<file path="src/rtl/bounded_set_sorted_dump_unit_defines.svh">
// ----------------------------------------------------------------------------
// Assertion macros shared by the bounded set sorted dump unit.
// Each macro expects clk and arst_n in the scope where it is used.
// ----------------------------------------------------------------------------
`ifndef BOUNDED_SET_SORTED_DUMP_UNIT_DEFINES_SVH
`define BOUNDED_SET_SORTED_DUMP_UNIT_DEFINES_SVH

// Same-cycle implication, disabled during reset
`define BSSD_ASSERT(label, ante, cons, msg) \
	label: assert property (@(posedge clk) disable iff (!arst_n) (ante) |-> (cons)) \
		else $error(msg);

// Next-cycle implication, disabled during reset
`define BSSD_ASSERT_NEXT(label, ante, cons, msg) \
	label: assert property (@(posedge clk) disable iff (!arst_n) (ante) |=> (cons)) \
		else $error(msg);

`endif

</file>
<file path="src/rtl/bssd_pkg.sv">
`timescale 1ns / 1ps
// ----------------------------------------------------------------------------
// bssd_pkg
// Types and constants shared by the bounded set sorted dump unit.
// ----------------------------------------------------------------------------
package bssd_pkg;

	localparam int DATA_W       = 32;
	localparam int CNT_W        = 5;
	localparam int MODE_W       = 2;
	localparam int MAX_RESULTS  = 16;
	localparam int DEF_CAPACITY = 16;

	localparam logic [CNT_W-1:0] CAP_RESET = 5'd16;

	// Operation codes
	localparam logic [MODE_W-1:0] MODE_INSERT = 2'd0;
	localparam logic [MODE_W-1:0] MODE_REMOVE = 2'd1;
	localparam logic [MODE_W-1:0] MODE_DUMP   = 2'd2;

	// Register index (word address bit)
	localparam logic REG_CAPACITY_LIMIT = 1'b0;

	// Controller to datapath commands
	typedef struct packed {
		logic load;       // capture transaction value, restart dump pass count
		logic scan_clr;   // restart a scan over the stored entries
		logic scan_step;  // issue the next scan read
		logic dump_scan;  // scan looks for the next ascending value
		logic rd_last;    // read the last stored entry
		logic ram_we;     // write an entry
		logic wr_at_pos;  // write the read entry into the hit slot
		logic count_inc;
		logic count_dec;
		logic emit_entry; // present one sorted entry
		logic emit_empty; // present the empty-set result
	} dp_cmd_t;

	// Datapath to controller status
	typedef struct packed {
		logic full;
		logic count_zero;
		logic scan_done;
		logic hit;
		logic last_pass;
	} dp_stat_t;

endpackage

</file>
<file path="src/rtl/bssd_ram.sv">
`timescale 1ns / 1ps
// ----------------------------------------------------------------------------
// bssd_ram
// Generic single-write, single-read RAM with registered read data.
// ----------------------------------------------------------------------------
module bssd_ram #(
	parameter int WIDTH = 32,
	parameter int DEPTH = 16,
	localparam int AW = (DEPTH > 1) ? $clog2(DEPTH) : 1
) (
	input  logic             clk,
	input  logic             we,
	input  logic [AW-1:0]    waddr,
	input  logic [WIDTH-1:0] wdata,
	input  logic             re,
	input  logic [AW-1:0]    raddr,
	output logic [WIDTH-1:0] rdata
);

	logic [WIDTH-1:0] mem_q [DEPTH];

	// Write port
	always_ff @(posedge clk) begin
		if (we) begin
			mem_q[waddr] <= wdata;
		end
	end

	// Registered read port
	always_ff @(posedge clk) begin
		if (re) begin
			rdata <= mem_q[raddr];
		end
	end

endmodule

</file>
<file path="src/rtl/bssd_ctrl.sv">
`timescale 1ns / 1ps
// ----------------------------------------------------------------------------
// bssd_ctrl
// Sequencer for insert, remove and sorted dump transactions.
// ----------------------------------------------------------------------------
module bssd_ctrl
	import bssd_pkg::*;
(
	input  logic              clk,
	input  logic              arst_n,
	input  logic              start,
	input  logic [MODE_W-1:0] mode,
	output logic              busy,
	input  dp_stat_t          stat,
	output dp_cmd_t           cmd
);

	typedef enum logic [2:0] {
		ST_IDLE,
		ST_INS_SCAN,
		ST_REM_SCAN,
		ST_REM_MOVE,
		ST_DUMP_SCAN
	} state_t;

	state_t state_q, state_d;
	logic   busy_q;

	// Next state and commands
	always_comb begin
		state_d = state_q;
		cmd     = '0;
		case (state_q)
			ST_IDLE: begin
				if (start) begin
					cmd.load     = 1'b1;
					cmd.scan_clr = 1'b1;
					case (mode)
						MODE_INSERT: begin
							if (!stat.full) state_d = ST_INS_SCAN;
						end
						MODE_REMOVE: state_d = ST_REM_SCAN;
						MODE_DUMP: begin
							if (stat.count_zero) cmd.emit_empty = 1'b1;
							else state_d = ST_DUMP_SCAN;
						end
						default: state_d = ST_IDLE;
					endcase
				end
			end
			ST_INS_SCAN: begin
				cmd.scan_step = 1'b1;
				if (stat.scan_done) begin
					if (!stat.hit) begin
						cmd.ram_we    = 1'b1;
						cmd.count_inc = 1'b1;
					end
					state_d = ST_IDLE;
				end
			end
			ST_REM_SCAN: begin
				cmd.scan_step = 1'b1;
				if (stat.scan_done) begin
					if (stat.hit) begin
						cmd.rd_last = 1'b1;
						state_d     = ST_REM_MOVE;
					end else begin
						state_d = ST_IDLE;
					end
				end
			end
			ST_REM_MOVE: begin
				// last entry fills the freed slot
				cmd.ram_we    = 1'b1;
				cmd.wr_at_pos = 1'b1;
				cmd.count_dec = 1'b1;
				state_d       = ST_IDLE;
			end
			ST_DUMP_SCAN: begin
				cmd.scan_step = 1'b1;
				cmd.dump_scan = 1'b1;
				if (stat.scan_done) begin
					cmd.emit_entry = 1'b1;
					if (stat.last_pass) state_d = ST_IDLE;
					else cmd.scan_clr = 1'b1;
				end
			end
			default: state_d = ST_IDLE;
		endcase
	end

	// State and registered busy
	always_ff @(posedge clk or negedge arst_n) begin
		if (!arst_n) begin
			state_q <= ST_IDLE;
			busy_q  <= 1'b0;
		end else begin
			state_q <= state_d;
			busy_q  <= (state_d != ST_IDLE);
		end
	end

	assign busy = busy_q;

endmodule

</file>
<file path="src/rtl/bssd_datapath.sv">
`timescale 1ns / 1ps
`include "bounded_set_sorted_dump_unit_defines.svh"
// ----------------------------------------------------------------------------
// bssd_datapath
// Entry store, scan pipeline, count, minimum search and result registers.
// ----------------------------------------------------------------------------
module bssd_datapath
	import bssd_pkg::*;
#(
	parameter int CAPACITY = DEF_CAPACITY
) (
	input  logic                     clk,
	input  logic                     arst_n,
	input  dp_cmd_t                  cmd,
	output dp_stat_t                 stat,
	input  logic signed [DATA_W-1:0] in_value,
	input  logic [CNT_W-1:0]         cap_limit,
	output logic                     strobe,
	output logic signed [DATA_W-1:0] entry,
	output logic                     empty_flag,
	output logic                     last
);

	// No more entries than the result limit can ever be held
	localparam int EFF_DEPTH = (CAPACITY < MAX_RESULTS) ? CAPACITY : MAX_RESULTS;
	localparam int AW        = (EFF_DEPTH > 1) ? $clog2(EFF_DEPTH) : 1;

	logic [CNT_W-1:0]         count_q, idx_q, k_q, lim;
	logic                     rd_vld_s1, hit_q, have_q, strobe_q;
	logic [AW-1:0]            rd_idx_s1, pos_q, raddr, waddr, last_idx;
	logic signed [DATA_W-1:0] value_q, best_q, prev_q, entry_q;
	logic signed [DATA_W-1:0] rdata_s;
	logic [DATA_W-1:0]        rdata, wdata;
	logic                     empty_q, last_q;
	logic                     issue, match, take;

	// Effective limit
	assign lim = (cap_limit > CNT_W'(EFF_DEPTH)) ? CNT_W'(EFF_DEPTH) : cap_limit;

	// Scan read issue and RAM addressing
	assign issue    = cmd.scan_step && (idx_q != count_q);
	assign last_idx = AW'(count_q - 1'b1);
	assign raddr    = cmd.rd_last ? last_idx : idx_q[AW-1:0];
	assign waddr    = cmd.wr_at_pos ? pos_q : count_q[AW-1:0];
	assign wdata    = cmd.wr_at_pos ? rdata : value_q;
	assign rdata_s  = rdata;

	bssd_ram #(
		.WIDTH (DATA_W),
		.DEPTH (EFF_DEPTH)
	) u_ram (
		.clk   (clk),
		.we    (cmd.ram_we),
		.waddr (waddr),
		.wdata (wdata),
		.re    (issue | cmd.rd_last),
		.raddr (raddr),
		.rdata (rdata)
	);

	// Compare on returned read data
	assign match = rd_vld_s1 && !cmd.dump_scan && (rdata_s == value_q);
	assign take  = rd_vld_s1 && cmd.dump_scan &&
		((k_q == '0) || (rdata_s > prev_q)) &&
		(!have_q || (rdata_s < best_q));

	// Status
	assign stat.full       = (count_q >= lim);
	assign stat.count_zero = (count_q == '0);
	assign stat.scan_done  = (idx_q == count_q) && !rd_vld_s1;
	assign stat.hit        = hit_q;
	assign stat.last_pass  = (k_q == CNT_W'(count_q - 1'b1));

	// Control registers
	always_ff @(posedge clk or negedge arst_n) begin
		if (!arst_n) begin
			idx_q     <= '0;
			rd_vld_s1 <= 1'b0;
			hit_q     <= 1'b0;
			have_q    <= 1'b0;
			count_q   <= '0;
			k_q       <= '0;
			strobe_q  <= 1'b0;
		end else begin
			if (cmd.scan_clr) begin
				idx_q     <= '0;
				rd_vld_s1 <= 1'b0;
				hit_q     <= 1'b0;
				have_q    <= 1'b0;
			end else begin
				rd_vld_s1 <= issue;
				if (issue) idx_q <= idx_q + 1'b1;
				if (match) hit_q <= 1'b1;
				if (take) have_q <= 1'b1;
			end
			if (cmd.count_inc) count_q <= count_q + 1'b1;
			else if (cmd.count_dec) count_q <= count_q - 1'b1;
			if (cmd.load) k_q <= '0;
			else if (cmd.emit_entry) k_q <= k_q + 1'b1;
			strobe_q <= cmd.emit_entry | cmd.emit_empty;
		end
	end

	// Payload registers
	always_ff @(posedge clk) begin
		rd_idx_s1 <= idx_q[AW-1:0];
		if (cmd.load) value_q <= in_value;
		if (match) pos_q <= rd_idx_s1;
		if (take) best_q <= rdata_s;
		if (cmd.emit_entry) begin
			prev_q  <= best_q;
			entry_q <= best_q;
			empty_q <= 1'b0;
			last_q  <= stat.last_pass;
		end else if (cmd.emit_empty) begin
			entry_q <= '0;
			empty_q <= 1'b1;
			last_q  <= 1'b1;
		end
	end

	assign strobe     = strobe_q;
	assign entry      = entry_q;
	assign empty_flag = empty_q;
	assign last       = last_q;

	// Checks
	`BSSD_ASSERT(a_insert_room, cmd.count_inc, count_q < lim, "insert beyond limit")
	`BSSD_ASSERT_NEXT(a_count_inc, cmd.count_inc, count_q == $past(count_q) + 1'b1, "count step")
	`BSSD_ASSERT(a_dec_nonzero, cmd.count_dec, count_q != '0, "remove from empty set")
	`BSSD_ASSERT(a_dump_order, cmd.emit_entry && (k_q != '0), best_q > prev_q, "dump not ascending")
	`BSSD_ASSERT(a_dump_found, cmd.emit_entry, have_q, "dump pass found no entry")

endmodule

</file>
<file path="src/rtl/bounded_set_sorted_dump_unit.sv">
`timescale 1ns / 1ps
// ----------------------------------------------------------------------------
// bounded_set_sorted_dump_unit
// Bounded set of distinct signed 32-bit values with insert, remove and an
// ascending sorted dump; capacity limit set over an APB-style port.
//
// Channel   Signals                                   Handshake
// command   start, mode, value                        start & !busy
// result    strobe, entry, empty_flag, last           strobe, one cycle, no stall
// config    psel, penable, pwrite, paddr, pwdata,     psel & penable & pready
//           prdata, pready
//
// A scan reads the held entries in turn through the registered read port of
// the entry RAM. After the accepting cycle busy holds for one scan on an
// insert, one scan plus a move of the last entry on a remove hit, and one
// scan per held entry on a dump, one result per scan. A full insert, an empty
// dump and ignored codes raise no busy. Reset clears the count and the limit
// returns to 16; entry storage is not cleared. The receiver cannot stall.
// ----------------------------------------------------------------------------
module bounded_set_sorted_dump_unit
	import bssd_pkg::*;
#(
	parameter int CAPACITY = DEF_CAPACITY
) (
	input  logic                     clk,
	input  logic                     arst_n,
	// command
	input  logic                     start,
	output logic                     busy,
	input  logic [MODE_W-1:0]        mode,
	input  logic signed [DATA_W-1:0] value,
	// result
	output logic                     strobe,
	output logic signed [DATA_W-1:0] entry,
	output logic                     empty_flag,
	output logic                     last,
	// configuration
	input  logic                     psel,
	input  logic                     penable,
	input  logic                     pwrite,
	input  logic [2:0]               paddr,
	input  logic [31:0]              pwdata,
	output logic [31:0]              prdata,
	output logic                     pready
);

	logic [CNT_W-1:0] cap_q;
	logic             cfg_wr;
	dp_cmd_t          cmd;
	dp_stat_t         stat;

	// Capacity limit register
	assign pready = 1'b1;
	assign cfg_wr = psel && penable && pwrite && pready && (paddr[2] == REG_CAPACITY_LIMIT);

	always_ff @(posedge clk or negedge arst_n) begin
		if (!arst_n) begin
			cap_q <= CAP_RESET;
		end else if (cfg_wr) begin
			cap_q <= pwdata[CNT_W-1:0];
		end
	end

	assign prdata = (paddr[2] == REG_CAPACITY_LIMIT) ? 32'(cap_q) : '0;

	bssd_ctrl u_ctrl (
		.clk    (clk),
		.arst_n (arst_n),
		.start  (start),
		.mode   (mode),
		.busy   (busy),
		.stat   (stat),
		.cmd    (cmd)
	);

	bssd_datapath #(
		.CAPACITY (CAPACITY)
	) u_dp (
		.clk        (clk),
		.arst_n     (arst_n),
		.cmd        (cmd),
		.stat       (stat),
		.in_value   (value),
		.cap_limit  (cap_q),
		.strobe     (strobe),
		.entry      (entry),
		.empty_flag (empty_flag),
		.last       (last)
	);

endmodule

</file>
<file path="config.mk">
export PLATFORM = sky130hd
export DESIGN_NAME = bounded_set_sorted_dump_unit
export DESIGN_NICKNAME = d
export VERILOG_FILES = /design/src/rtl/bssd_pkg.sv /design/src/rtl/bssd_ram.sv /design/src/rtl/bssd_ctrl.sv /design/src/rtl/bssd_datapath.sv /design/src/rtl/bounded_set_sorted_dump_unit.sv
export VERILOG_INCLUDE_DIRS = /design/src /design/src/rtl
export SDC_FILE = /design/constraint.sdc
export NUM_CORES = 1
export LEC_CHECK = 0
export ABC_AREA = 1
export BUFFER_PORTS_ARGS = -buffer_cell sky130_fd_sc_hd__buf_2
export CAP_MARGIN = 30
export CELL_PAD_IN_SITES_DETAIL_PLACEMENT = 1
export CELL_PAD_IN_SITES_GLOBAL_PLACEMENT = 1
export CORE_AREA = 2 2 286 288
export DETAILED_ROUTE_END_ITERATION = 12
export DIE_AREA = 0 0 288 290
export PLACE_DENSITY = 0.68
export SLEW_MARGIN = 25
export SYNTH_ARGS = -nofsm -noshare
export SYNTH_HDL_FRONTEND = slang
export SYNTH_SLANG_ARGS = --single-unit
</file>
<file path="constraint.sdc">
create_clock -name clk -period 12.6 [get_ports clk]
set_input_delay 0.63 -clock clk [delete_from_list [all_inputs] [get_ports clk]]
set_output_delay 0.63 -clock clk [all_outputs]
set_load 0.1 [all_outputs]
</file>
==> results of run 1 <==
area by class of cell:
cell class	instances	area share (%)
clock buffer	87	5.46
multi-input combinational	1587	22.1
sequential	710	58.1
tap	1060	3.65
clock inverter	50	1.27
inverter	636	6.57
timing repair buffer	151	2.78
worst max-delay path: cells and delay by family (launching register included):
kind,cells,cell delay [ns]
and+or+nand+nor,12,2.16
buffers and inverters,4,1.54
DFF,1,0.52
flip-flops by register name (all words and copies together) (netlist names):
register / flops
u_dp.u_ram.rdata: 32
u_dp.last: 1
u_dp.entry: 32
u_dp.hit_q: 1
cap_q: 5
u_ctrl.state_q: 3
u_dp.k_q: 5
u_dp.rd_vld_s1: 1
u_dp.strobe: 1
u_ctrl.busy: 1
u_dp.count_q: 5
u_dp.u_ram.mem_q: 512
u_dp.have_q: 1
u_dp.best_q: 32
u_dp.pos_q: 4
u_dp.idx_q: 5
u_dp.prev_q: 32
u_dp.value_q: 32
u_dp.rd_idx_s1: 4
u_dp.empty_flag: 1
logic make-up after synthesis:
logic type,count (synthesis),share of synthesized area (%)
buffers and inverters,785,9.84
and+or+nand+nor,1331,18.3
adders and majority gates,74,2.89
AOI/OAI and AO/OA,133,2.38
other,2,0.0235
DFF,710,66.0
xor gates and xnor gates,21,0.575
cells in the final DEF (no fill, tap or decap), types with 47 or more instances in the layout:
cell and n:
buf_2 86, buf_4 60, clkbuf_16 78, edfxtp_1 677, ha_1 74, inv_1 631, nand2_1 655, nand3_1 507
nor2_1 85, o21ai_0 47
per-stage QoR:
stage | worst slack, ns | cells | hold WS, ns | util (%) | power [mW]
2_1_floorplan | 7.11 | 3082 | 0.334 | - | 4.74
3_3_place_gp | 7.97 | 4139 | 0.391 | 42.1 | 5.55
3_5_place_dp | 8.18 | 4143 | 0.395 | 42.3 | 5.67
4_1_cts | 8.18 | 4280 | 0.0578 | 45.3 | 7.91
5_1_grt | 7.77 | 4281 | 0.0944 | 45.3 | 8.27
6_report | 8.12 | 4281 | 0.0691 | 45.3 | 7.88
power by group through the flow:
stage / Sequential, mW / Clock [mW] / Combinational [mW]
2_1_floorplan: 3.25 / 0 / 1.49
3_3_place_gp: 3.31 / 0 / 2.23
3_5_place_dp: 3.32 / 0 / 2.35
4_1_cts: 3.28 / 2.27 / 2.36
5_1_grt: 3.30 / 2.34 / 2.62
6_report: 3.28 / 2.23 / 2.37
per-layer routing:
layer / GRT usage (%) / wire length (um) / up-vias
li1: - / - / 10200
met1: 28.4 / 39200 / 11300
met2: 38.9 / 46500 / 635
met3: 3.22 / 4830 / 185
met4: 8.48 / 2940 / 0
met5: 0 / 0 / -
path summary, 6_finish.rpt:
check                                            start                             end  cells after the start
max                        u_dp.count_q[0]$_DFFE_PN0P_  u_dp.u_ram.rdata[17]$_DFFE_PP_                     16
min                                             arst_n            cap_q[3]$_DFFE_PN0P_                      1
max reg2reg                u_dp.count_q[0]$_DFFE_PN0P_  u_dp.u_ram.rdata[17]$_DFFE_PP_                     16
min reg2reg                  u_dp.rd_idx_s1[3]$_DFF_P_         u_dp.pos_q[3]$_DFFE_PP_                      0
max in group asynchronous                       arst_n        u_dp.rd_vld_s1$_DFF_PN0_                      1
min in group clk                             value[17]      u_dp.value_q[17]$_DFFE_PP_                      1
==> reports/results.env, run 1 <==
HOLD_CLASS='input port to asynchronous set/reset pin'
IO-PIN-COUNT=144
CRITICALPATHCATEGORY='register to register'
PATH_CELLS='clkinv_2 -> nand2_1 -> nand2_1 -> nand3_1 -> nor2_4 -> nand3_2 -> nand2_2 -> buf_4 -> nand2_8 -> buf_4 -> buf_12 -> nand2_1 -> nand3_1 -> nand3_1 -> nand3_1 -> nand2_1'
LAYOUT-DRIVE-GT1-SHARE_PCT=9.31
DESIGN.CORE.AREA_UM2=80200
AREA_GROWTH_FROM_SYNTHESIS_TO_LAYOUT_PCT=13.6
POST_SYNTH.CELL_AREA_AVG_UM2=10.5
TIMING.FINAL.CRIT_SHARE_PCT=35.5
HEIGHT_OF_THE_CHIP_UM=290
PWR-SHARE-COMB_PCT=30.1
CP_SLOWEST_CELL='nand2_8'
FINALWEIGHTEDCONGESTION=0.823
SLOWEST_DELAY_NS=0.65
ASYNC_FLOP_SHARE_PCT=3.94
FILL_CELLS=8796
POSTSYNTHREGISTERBITS=710
SWSHARE_PCT=37.0
SYNTH.AREA.TOP_CELLS='edfxtp_1 (64%), nand3_1 (7.9%), nand2_1 (7.7%)'
WORST_SLEW_MARGIN_REL_PCT=33.5
IRDROPWORSTVDD_mV=0.166
HOLDBUFCOUNTCTS=0
ROW_COUNT=104
ANTENNA_LEFT=0
CLK_PIN_SLEW_WORST_SETUP_HOLD_PATHS_NS=0.06
DESIGN.DIE.AREA_UM2=83500
WIRELENGTH_UM=93500
TOTAL_LEAKAGE_POWER_nW=15.6
GRT_FIRST_PASS_WIRELENGTH_UM=141000
ANTENNA_VIOLATIONS_BEFORE_REPAIR=0
POSTLAYOUTCELLAREA_UM2=36300
SYNTH_MOST_COMMON_CELL='edfxtp_1'
DRT-VIAS-PER-INSTANCE=5.21
SEQ_POWER_SHARE_PCT=41.7
TIGHTEST_SLEW_NS=0.988
CTSHTREEMAXLEVEL=3
NUMPORTBUFFERS=86
SYNTH_SEQUENTIAL_AREA_RATIO_PCT=66.0
DRV_SLEW=0
PLACED_CELL_AREA_UM2=33900
AREA.SEQUENTIAL_UM2=21100
DETAILED_ROUTING_ITERATIONS_PASS_1=5
FIRST_GLOBAL_VIAS=24100
CP-START-KIND='register'
SYNTH_TOP_FLOP_CELL='edfxtp_1'
POWER.INTERNAL_mW=4.96
HOLD_VIOL=0
SYNTH-EDFF-COUNT=677
TIMING.CRITICAL_PATH.REQUIRED_NS=13.09
RSZ_0062_RAISED_AFTER_GLOBAL_ROUTING='false'
FLOORPLAN.DIE.WIDTH_UM=288
DP_HPWL_UM=54700
CTS.SINKS=710
GRT.TOTAL_USAGE_PCT=22.5
CLOCK.FMAX_MHz=223
TIMING.CLOCK.SKEW_NS=0.0261
PIN_COUNT_OF_THE_BIGGEST_NET_ENTERING_GLOBAL_ROUTING=126
CTS_TREE='built'
INITIAL_CORE_UTIL_PCT=39.9
LAYOUT_MIN_CYCLE_TIME_NS=4.48
TIMING.CRITICAL_PATH.TO_TYPE='register'
SYNTHESIS.INSTANCES=3056
POWER_DENSITY_nW_PER_UM2=217
ROUTEDWLPERCELL_UM=21.8
DETAIL_ROUTE.ITER0.VIOLATIONS=1696
CTS.PATH.MAX_BUFFERS=3
CTS.REPAIR.RESIZED=0
GR-TOTAL-OVERFLOW=0
POST_SYNTH_MOST_FREQUENT_CELLS='edfxtp_1 (677), nand2_1 (657), inv_1 (631)'
DRC_ERRORS=0
CRITICAL_PATH.MAX_FANOUT=125
CLK-INSERTION-DELAY-LATE_NS=0.63
POST-SYNTH-TOP-AREA-CELL='edfxtp_1'
SYNTHESIS.AREA_UM2=32000
FINALSETUPVIOLATIONS=0
YOSYSTOPAREACELLSHARE_PCT=63.5
REG2REG_SLACK_NS=8.12
ROOT_BUFFER='clkbuf_16'
SYNTH.DISTINCT_CELLS=46
NUM-NETS-FINAL=3310
DRV.MAX_CAP_VIOLATION_COUNT=0
POST_CTS_BUFFERS=0
TRITONCTS.NUM_BUFFERS=75
YS.WARNINGS.COUNT=0
POWER.NET_SWITCHING_mW=2.92
VIAS=22300
NUM_ANTENNA_CELLS=0
CLOCK_POWER_SHARE_PCT=28.2
MULTI_INPUT_GATE_AREA_IN_THE_FINAL_LAYOUT_UM2=8040
TNS_NS=0
CRITICAL_PATH_ARRIVAL_NS=4.96
OUTCOME='finished, final reports clean'
Power figures use the tool's default switching activity.
==> inputs of run 2 (changes only) <==
--- a/config.mk
+++ b/config.mk
@@ -6,15 +6,15 @@
 export SDC_FILE = /design/constraint.sdc
 export NUM_CORES = 1
 export LEC_CHECK = 0
-export ABC_AREA = 1
+export ABC_AREA = 0
 export BUFFER_PORTS_ARGS = -buffer_cell sky130_fd_sc_hd__buf_2
 export CAP_MARGIN = 30
 export CELL_PAD_IN_SITES_DETAIL_PLACEMENT = 1
 export CELL_PAD_IN_SITES_GLOBAL_PLACEMENT = 1
-export CORE_AREA = 2 2 286 288
+export CORE_AREA = 2 2 273 275
 export DETAILED_ROUTE_END_ITERATION = 12
-export DIE_AREA = 0 0 288 290
-export PLACE_DENSITY = 0.68
+export DIE_AREA = 0 0 275 277
+export PLACE_DENSITY = 0.67
 export SLEW_MARGIN = 25
 export SYNTH_ARGS = -nofsm -noshare
 export SYNTH_HDL_FRONTEND = slang
==> constraint.sdc (replaced) <==
create_clock -name clk -period 3.6 [get_ports clk]
set_input_delay 0.18 -clock clk [delete_from_list [all_inputs] [get_ports clk]]
set_output_delay 0.18 -clock clk [all_outputs]
set_load 0.1 [all_outputs]
==> run 2 against run 1 <==
  * Fmax is 33% higher
  * Combinational power grew to 2.9 times the previous value
  * Critical path depth is 7 lower
  * Area after synthesis decreased by 9.0%
  * Clock-buffer cell count rose by 9
  * Sequential power increased to 3.5 times the previous value
  * Power increased to 3.3 times the previous value
==> reports/results.env, run 2 <==
PIN_COUNT_OF_THE_BIGGEST_NET_ENTERING_GLOBAL_ROUTING=66
YS.WARNINGS.COUNT=0
OUTCOME='finished, final reports clean'
CTS_TREE='built'
CRIT_PATH_START='u_dp.idx_q[0]$_DFFE_PN0P_'
CLK-INSERTION-DELAY-LATE_NS=0.62
POWER_DENSITY_nW_PER_UM2=754
CLK_PIN_SLEW_WORST_SETUP_HOLD_PATHS_NS=0.06
CLOCK_POWER_SHARE_PCT=29.3
DETAIL_ROUTE.ITER0.VIOLATIONS=1411
SYNTH.AREA.TOP_CELLS='edfxtp_1 (70%), mux2i_1 (9.0%), ha_1 (3.2%)'
ANTENNA_LEFT=0
DETAILEDPLACE.WORSTSLACK_NS=0.195
DESIGN.CORE.AREA_UM2=73600
CRITICAL_PATH_ARRIVAL_NS=3.73
HOLD_CLASS='input port to register'
DETAILED_ROUTING_ITERATIONS_PASS_1=5
R2R-START='u_dp.idx_q[0]$_DFFE_PN0P_'
POST-SYNTH-TOP-AREA-CELL='edfxtp_1'
LAYOUT-DRIVE-GT1-SHARE_PCT=14.7
FINAL_CELL_MIX='edfxtp_1 (677), mux2i_1 (261), nand2_1 (130)'
ROOT_BUFFER='clkbuf_16'
WORST_SLEW_MARGIN_REL_PCT=33.2
VIAS=16600
NUM-NETS-FINAL=2185
SYNTH_SEQUENTIAL_AREA_RATIO_PCT=72.5
DRV_SLEW=0
DRC_ERRORS=0
FINALSETUPVIOLATIONS=0
AREA_GROWTH_FROM_SYNTHESIS_TO_LAYOUT_PCT=17.8
DESIGN.DIE.AREA_UM2=76200
LARGEST_REGISTER='u_dp.u_ram.mem_q'
SYNTH_TOP_FLOP_CELL='edfxtp_1'
POWER.NET_SWITCHING_mW=8.65
LARGEST_REG_FLOPS=512
TIMING.CLOCK.SKEW_NS=0.0215
PLACED_CELL_AREA_UM2=31500
CLOCK.FMAX_MHz=296
PATH_CELLS='xnor2_1 -> nand3_2 -> nor4_4 -> mux2i_4 -> buf_12 -> buf_12 -> mux2i_1 -> o22ai_1 -> or4_1'
TIMING.FINAL.CRIT_SHARE_PCT=93.8
NUM_ANTENNA_CELLS=0
ANTENNA_VIOLATIONS_BEFORE_REPAIR=1
SYNTHESIS.AREA_UM2=29100
TRITONCTS.NUM_BUFFERS=75
GR-TOTAL-OVERFLOW=0
FINAL_CORE_UTIL_PCT=46.6
POST_SYNTH.CELL_AREA_AVG_UM2=15.9
FINAL_COMMON_CELL='edfxtp_1'
SLOWEST_DELAY_NS=0.55
GRT.TOTAL_USAGE_PCT=20.4
POST_SYNTH_MOST_FREQUENT_CELLS='edfxtp_1 (677), mux2i_1 (262), nand2_1 (130)'
FINAL_CRITICAL_PATH_SETUP_SLACK_NS=0.223
YOSYSTOPAREACELLSHARE_PCT=69.8
DRT-VIAS-PER-INSTANCE=5.43
NUMPORTBUFFERS=86
REG2REG_SLACK_NS=0.22
DP_HPWL_UM=44600
FIRST_GLOBAL_VIAS=17400
FLOORPLAN.DIE.WIDTH_UM=275
SYNTH_MOST_COMMON_CELL='edfxtp_1'
TIGHTEST_SLEW_NS=1.00
CTS.SINKS=710
CTSHTREEMAXLEVEL=3
SYNTH.DISTINCT_CELLS=61
POSTSYNTHREGISTERBITS=710
SWSHARE_PCT=33.4
WIRELENGTH_UM=77500
CP_SLOWEST_CELL='or4_1'
SYNTHESIS.INSTANCES=1828
POST_CTS_BUFFERS=0
INITIAL_CORE_UTIL_PCT=39.6
IO-PIN-COUNT=144
TOTAL_LEAKAGE_POWER_nW=12.0
HOLD-WORST-SLACK_NS=0.122
GRT_FIRST_PASS_WIRELENGTH_UM=113000
ASYNC_FLOP_SHARE_PCT=3.94
HOLD_VIOL=0
FINALWEIGHTEDCONGESTION=0.791
TIMING.CRITICAL_PATH.REQUIRED_NS=3.95
RSZ_0062_RAISED_AFTER_GLOBAL_ROUTING='false'
POSTLAYOUTCELLAREA_UM2=34300
POWER.INTERNAL_mW=17.2
PWR-SHARE-COMB_PCT=26.8
HEIGHT_OF_THE_CHIP_UM=277
TIMING.HOLD.WORST.START='pwrite'
SEQ_POWER_SHARE_PCT=43.9
TIMING.CRITICAL_PATH.TO_TYPE='register'
CRITICALPATHCATEGORY='register to register'
CRITICAL_PATH.MAX_FANOUT=40
ROW_COUNT=100
CTS.PATH.MAX_BUFFERS=3
ROUTEDWLPERCELL_UM=25.3
CP-START-KIND='register'
LAYOUT_MIN_CYCLE_TIME_NS=3.38
CP_COMMON_CELL='buf_12'
IRDROPWORSTVDD_mV=0.595
SYNTH-EDFF-COUNT=677
DRV.MAX_CAP_VIOLATION_COUNT=0
==> run 2: cell types whose count changed in the layout (fill, tap and decap cells not counted), sizes merged, moves of 40 or more <==
cell         before  now
nor2            105   45
o21ai            53   13
dlygate4sd3       0   41
nand3           508   13
inv             637   75
o22ai             6  128
nand2           660  131
mux2i             0  262
==> run 2: repair_timing <==
item | 4_1_cts | 5_1_grt
endpoints found under the hold margin | 69 | 0
hold buffers | 41 | 0
endpoints found under the setup margin | 0 | 1
gates resized for setup | 0 | 1
==> run 2: cell type report <==
class                   count  area [um2]
clock buffers              96        1970
clock inverters            41         422
fillers                  7132       39300
inverters                  71         267
multi-input cells         970        7460
flip-flops and latches    710       21100
well taps                 969        1210
repair buffers            208        1860
==> run 2: metrics by stage <==
stage | setup TNS, ns | total power, mW | instances
floorplan | -114.10 | 15.5 | 1854
global placement | 0 | 18.1 | 2886
detailed placement | 0 | 18.4 | 2886
CTS | 0 | 26.0 | 3064
global route | 0 | 26.9 | 3065
finish | 0 | 25.9 | 3065
==> run 2: power by group through the flow <==
stage                     Clock [mW]  Sequential [mW]  Combinational, mW
final                           7.58             11.4               6.93
after global routing            8.01             11.4               7.50
after CTS                       7.72             11.3               6.94
after detailed placement           0             11.5               6.86
after global placement             0             11.5               6.64
after floorplan                    0             11.5               4.05
==> run 2: worst max-delay path, delay by kind of cell, from the launching register on <==
family                    cells  cell delay (ns)
buffers and inverters         2             0.59
AOI/OAI and AO/OA             1             0.12
and+or+nand+nor               3             1.09
xor gates and xnor gates      1             0.21
muxes                         2             0.57
DFF                           1             0.48
==> run 2: kinds of logic (layout without fill, tap and decap cells) <==
group,after synthesis,after routing,share of synthesized area [%]
AOI/OAI and AO/OA,213,213,4.63
DFF,710,710,72.5
xor gates and xnor gates,58,58,1.74
adders and majority gates,74,74,3.18
muxes,271,271,9.35
buffers and inverters,174,416,2.77
and+or+nand+nor,326,326,5.76
other,2,28,0.0258
==> run 2: metal layers <==
layer	GRT usage (%)	part of all wire (%)
met5	0	0
met4	6.57	2.6
met3	3.84	6.9
met2	34.2	49
met1	26.6	41
==> run 2: worst paths after layout <==
check                                            endpoint  cells past startpoint
min in group asynchronous            cap_q[0]$_DFFE_PN0P_                      2
min                                  cap_q[0]$_DFFE_PN0P_                      3
min reg2reg                       u_dp.pos_q[3]$_DFFE_PP_                      0
max reg2reg                u_dp.u_ram.rdata[13]$_DFFE_PP_                      9
max                        u_dp.u_ram.rdata[13]$_DFFE_PP_                      9
max in group asynchronous        u_dp.rd_vld_s1$_DFF_PN0_                      2
==> inputs of run 3 (changes only) <==
--- a/config.mk
+++ b/config.mk
@@ -11,10 +11,10 @@
 export CAP_MARGIN = 30
 export CELL_PAD_IN_SITES_DETAIL_PLACEMENT = 1
 export CELL_PAD_IN_SITES_GLOBAL_PLACEMENT = 1
-export CORE_AREA = 2 2 273 275
+export CORE_AREA = 2 2 252 254
 export DETAILED_ROUTE_END_ITERATION = 12
-export DIE_AREA = 0 0 275 277
-export PLACE_DENSITY = 0.67
+export DIE_AREA = 0 0 254 256
+export PLACE_DENSITY = 0.76
 export SLEW_MARGIN = 25
 export SYNTH_ARGS = -nofsm -noshare
 export SYNTH_HDL_FRONTEND = slang
==> constraint.sdc (replaced) <==
create_clock -name clk -period 3.6 [get_ports clk]
set_input_delay 0.18 -clock clk [delete_from_list [all_inputs] [get_ports clk]]
set_output_delay 0.18 -clock clk [all_outputs]
set_load 0.005 [all_outputs]
==> run 3 against run 2 <==
  * Sequential power barely moved
  * Routed wire length rose by 3.4%
  * Final area rose by 0.25%
  * Hold slack got worse by 0.011 ns
  * Setup slack improved by 0.0082 ns
  * Fmax rose by 0.24%
  * Combinational power fell by 4.5%
  * Clock skew rose by 0.010 ns
  * Via count rose by 2.0%
==> reports/results.env, run 3 (same netlist as run 2, synthesis figures left out) <==
HEIGHT_OF_THE_CHIP_UM=256
CTS.PATH.MAX_BUFFERS=3
WIRELENGTH_UM=80100
REG2REG_TO='u_dp.u_ram.rdata[11]$_DFFE_PP_'
TIMING.CRITICAL_PATH.TO_TYPE='register'
CTSHTREEMAXLEVEL=3
CLOCK.FMAX_MHz=297
TIMING.CLOCK.SKEW_NS=0.0317
FILL_CELLS=5835
DP_HPWL_UM=45700
DRV.MAX_CAP_VIOLATION_COUNT=0
TIMING.CRITICAL_PATH.REQUIRED_NS=3.96
POWER.TOTAL_mW=26.1
HOLD-WORST-SLACK_NS=0.111
STDCELL_COUNT=2940
DESIGN.CORE.AREA_UM2=62400
LAYOUT_MIN_CYCLE_TIME_NS=3.37
TIGHTEST_SLEW_NS=0.982
DETAIL_ROUTE.ITER0.VIOLATIONS=1479
ANTENNA_VIOLATIONS_BEFORE_REPAIR=4
HOLD_CLASS='input port to register'
IO-PIN-COUNT=144
DRT-VIAS-PER-INSTANCE=5.78
GRT_FIRST_PASS_WIRELENGTH_UM=117000
CP-START-KIND='register'
DETAILED_ROUTING_ITERATIONS_PASS_1=5
HOLD_PATH_END='cap_q[2]$_DFFE_PN0P_'
NUM_ANTENNA_CELLS=0
TNS_NS=0
FINALWEIGHTEDCONGESTION=0.805
MIN_PATH_CELLS=3
FINALSETUPVIOLATIONS=0
TRITONCTS.NUM_BUFFERS=73
CTS.SINKS=710
NUM-NETS-FINAL=2185
IRDROPWORSTVDD_mV=0.523
DRC_ERRORS=0
GRT.TOTAL_USAGE_PCT=24.8
REG2REG_SLACK_NS=0.23
CRITICALPATHCATEGORY='register to register'
R2R-START='u_dp.idx_q[0]$_DFFE_PN0P_'
INITIAL_CORE_UTIL_PCT=46.7
ROUTEDWLPERCELL_UM=27.3
HOLD_VIOL=0
FINAL_COMMON_CELL='edfxtp_1'
FINAL_CORE_UTIL_PCT=55.1
DRV_SLEW=0
TOTAL_LEAKAGE_POWER_nW=12.1
AREA_GROWTH_FROM_SYNTHESIS_TO_LAYOUT_PCT=18.1
FLOORPLAN.DIE.WIDTH_UM=254
DESIGN.DIE.AREA_UM2=65000
POWER_DENSITY_nW_PER_UM2=759
LAYOUT-DRIVE-GT1-SHARE_PCT=15.8
CTS_TREE='built'
LARGEST_REGISTER='u_dp.u_ram.mem_q'
PIN_COUNT_OF_THE_BIGGEST_NET_ENTERING_GLOBAL_ROUTING=72
OUTCOME='finished, final reports clean'
VIAS=17000
MULTI_INPUT_GATE_AREA_IN_THE_FINAL_LAYOUT_UM2=7460
FINAL_CELL_MIX='edfxtp_1 (677), mux2i_1 (261), nand2_1 (130)'
ANTENNA_LEFT=0
RSZ_0062_RAISED_AFTER_GLOBAL_ROUTING='false'
CLK-INSERTION-DELAY-LATE_NS=0.64
PLACE_INST=2760
CRITICAL_PATH_ARRIVAL_NS=3.72
ROOT_BUFFER='clkbuf_16'
AREA.SEQUENTIAL_UM2=21100
LARGEST_REG_FLOPS=512
FIRST_GLOBAL_VIAS=18100
TIMING.HOLD.WORST.START='penable'
ROW_COUNT=92
WORST_SLEW_MARGIN_REL_PCT=34.2
NUMPORTBUFFERS=86
FF2FF_PATH_DEPTH=9
TIMING.FINAL.CRIT_SHARE_PCT=93.6
CLK_PIN_SLEW_WORST_SETUP_HOLD_PATHS_NS=0.06
GR-TOTAL-OVERFLOW=0
CRITICAL_PATH.MAX_FANOUT=33
run 3: final cells by class:
class | instances | area share [%]
Sequential cell | 710 | 61.4
Multi-Input combinational cell | 970 | 21.7
Clock buffer | 86 | 5.70
Timing Repair Buffer | 210 | 5.58
Tap cell | 846 | 3.08
Clock inverter | 47 | 1.76
Inverter | 71 | 0.775
run 3: timing repair:
action                     4_1_cts  5_1_grt
resized for setup                0        4
hold buffers                    41        0
hold endpoints to repair        69        0
setup buffers                    0        1
setup endpoints to repair        0       22
run 3: worst max-delay path by stage:
stage,start,endpoint,slack (ns),depth (start not counted)
after floorplan,u_dp.count_q[0]$_DFFE_PN0P_,u_dp.u_ram.mem_q[12][0]$_DFFE_PP_,-0.31,8
after global placement,u_ctrl.state_q[1]$_DFF_PN0_,u_dp.u_ram.rdata[15]$_DFFE_PP_,0.24,9
after detailed placement,u_ctrl.state_q[1]$_DFF_PN0_,u_dp.u_ram.rdata[17]$_DFFE_PP_,0.11,9
after CTS,u_ctrl.state_q[1]$_DFF_PN0_,u_dp.u_ram.rdata[11]$_DFFE_PP_,0.08,9
after global routing,u_dp.idx_q[0]$_DFFE_PN0P_,u_dp.u_ram.rdata[30]$_DFFE_PP_,0.03,8
final,u_dp.idx_q[0]$_DFFE_PN0P_,u_dp.u_ram.rdata[11]$_DFFE_PP_,0.23,9
run 3: routing by layer:
layer / track usage [%] / vias to the layer above / part of all wire [%]
li1: - / 7389 / -
met1: 31.9 / 8750 / 40
met2: 42.1 / 668 / 50
met3: 3.63 / 176 / 6.8
met4: 10.0 / 0 / 3.7
met5: 0 / - / 0
run 3: critical path, cell delays in order (launching register included):
cell,delay [ns]
dfrtp_1,0.48
xnor2_1,0.23
nand3_2,0.18
nor4_4,0.35
mux2i_4,0.33
buf_12,0.27
buf_12,0.28
mux2i_1,0.28
o22ai_1,0.13
or4_1,0.54
run 3: through the flow:
stage	cell area, um2	setup WS, ns
finish	34400	0.231
global route	34400	0.0280
CTS	34300	0.0830
detailed placement	31300	0.112
global placement	31300	0.236
floorplan	29200	-0.309
run 3: power by group:
part	switching [mW]	internal, mW	total (mW)
clock	3.32	4.80	8.12
combinational	4.24	2.38	6.62
sequential	0.817	10.6	11.4
total	8.38	17.7	26.1
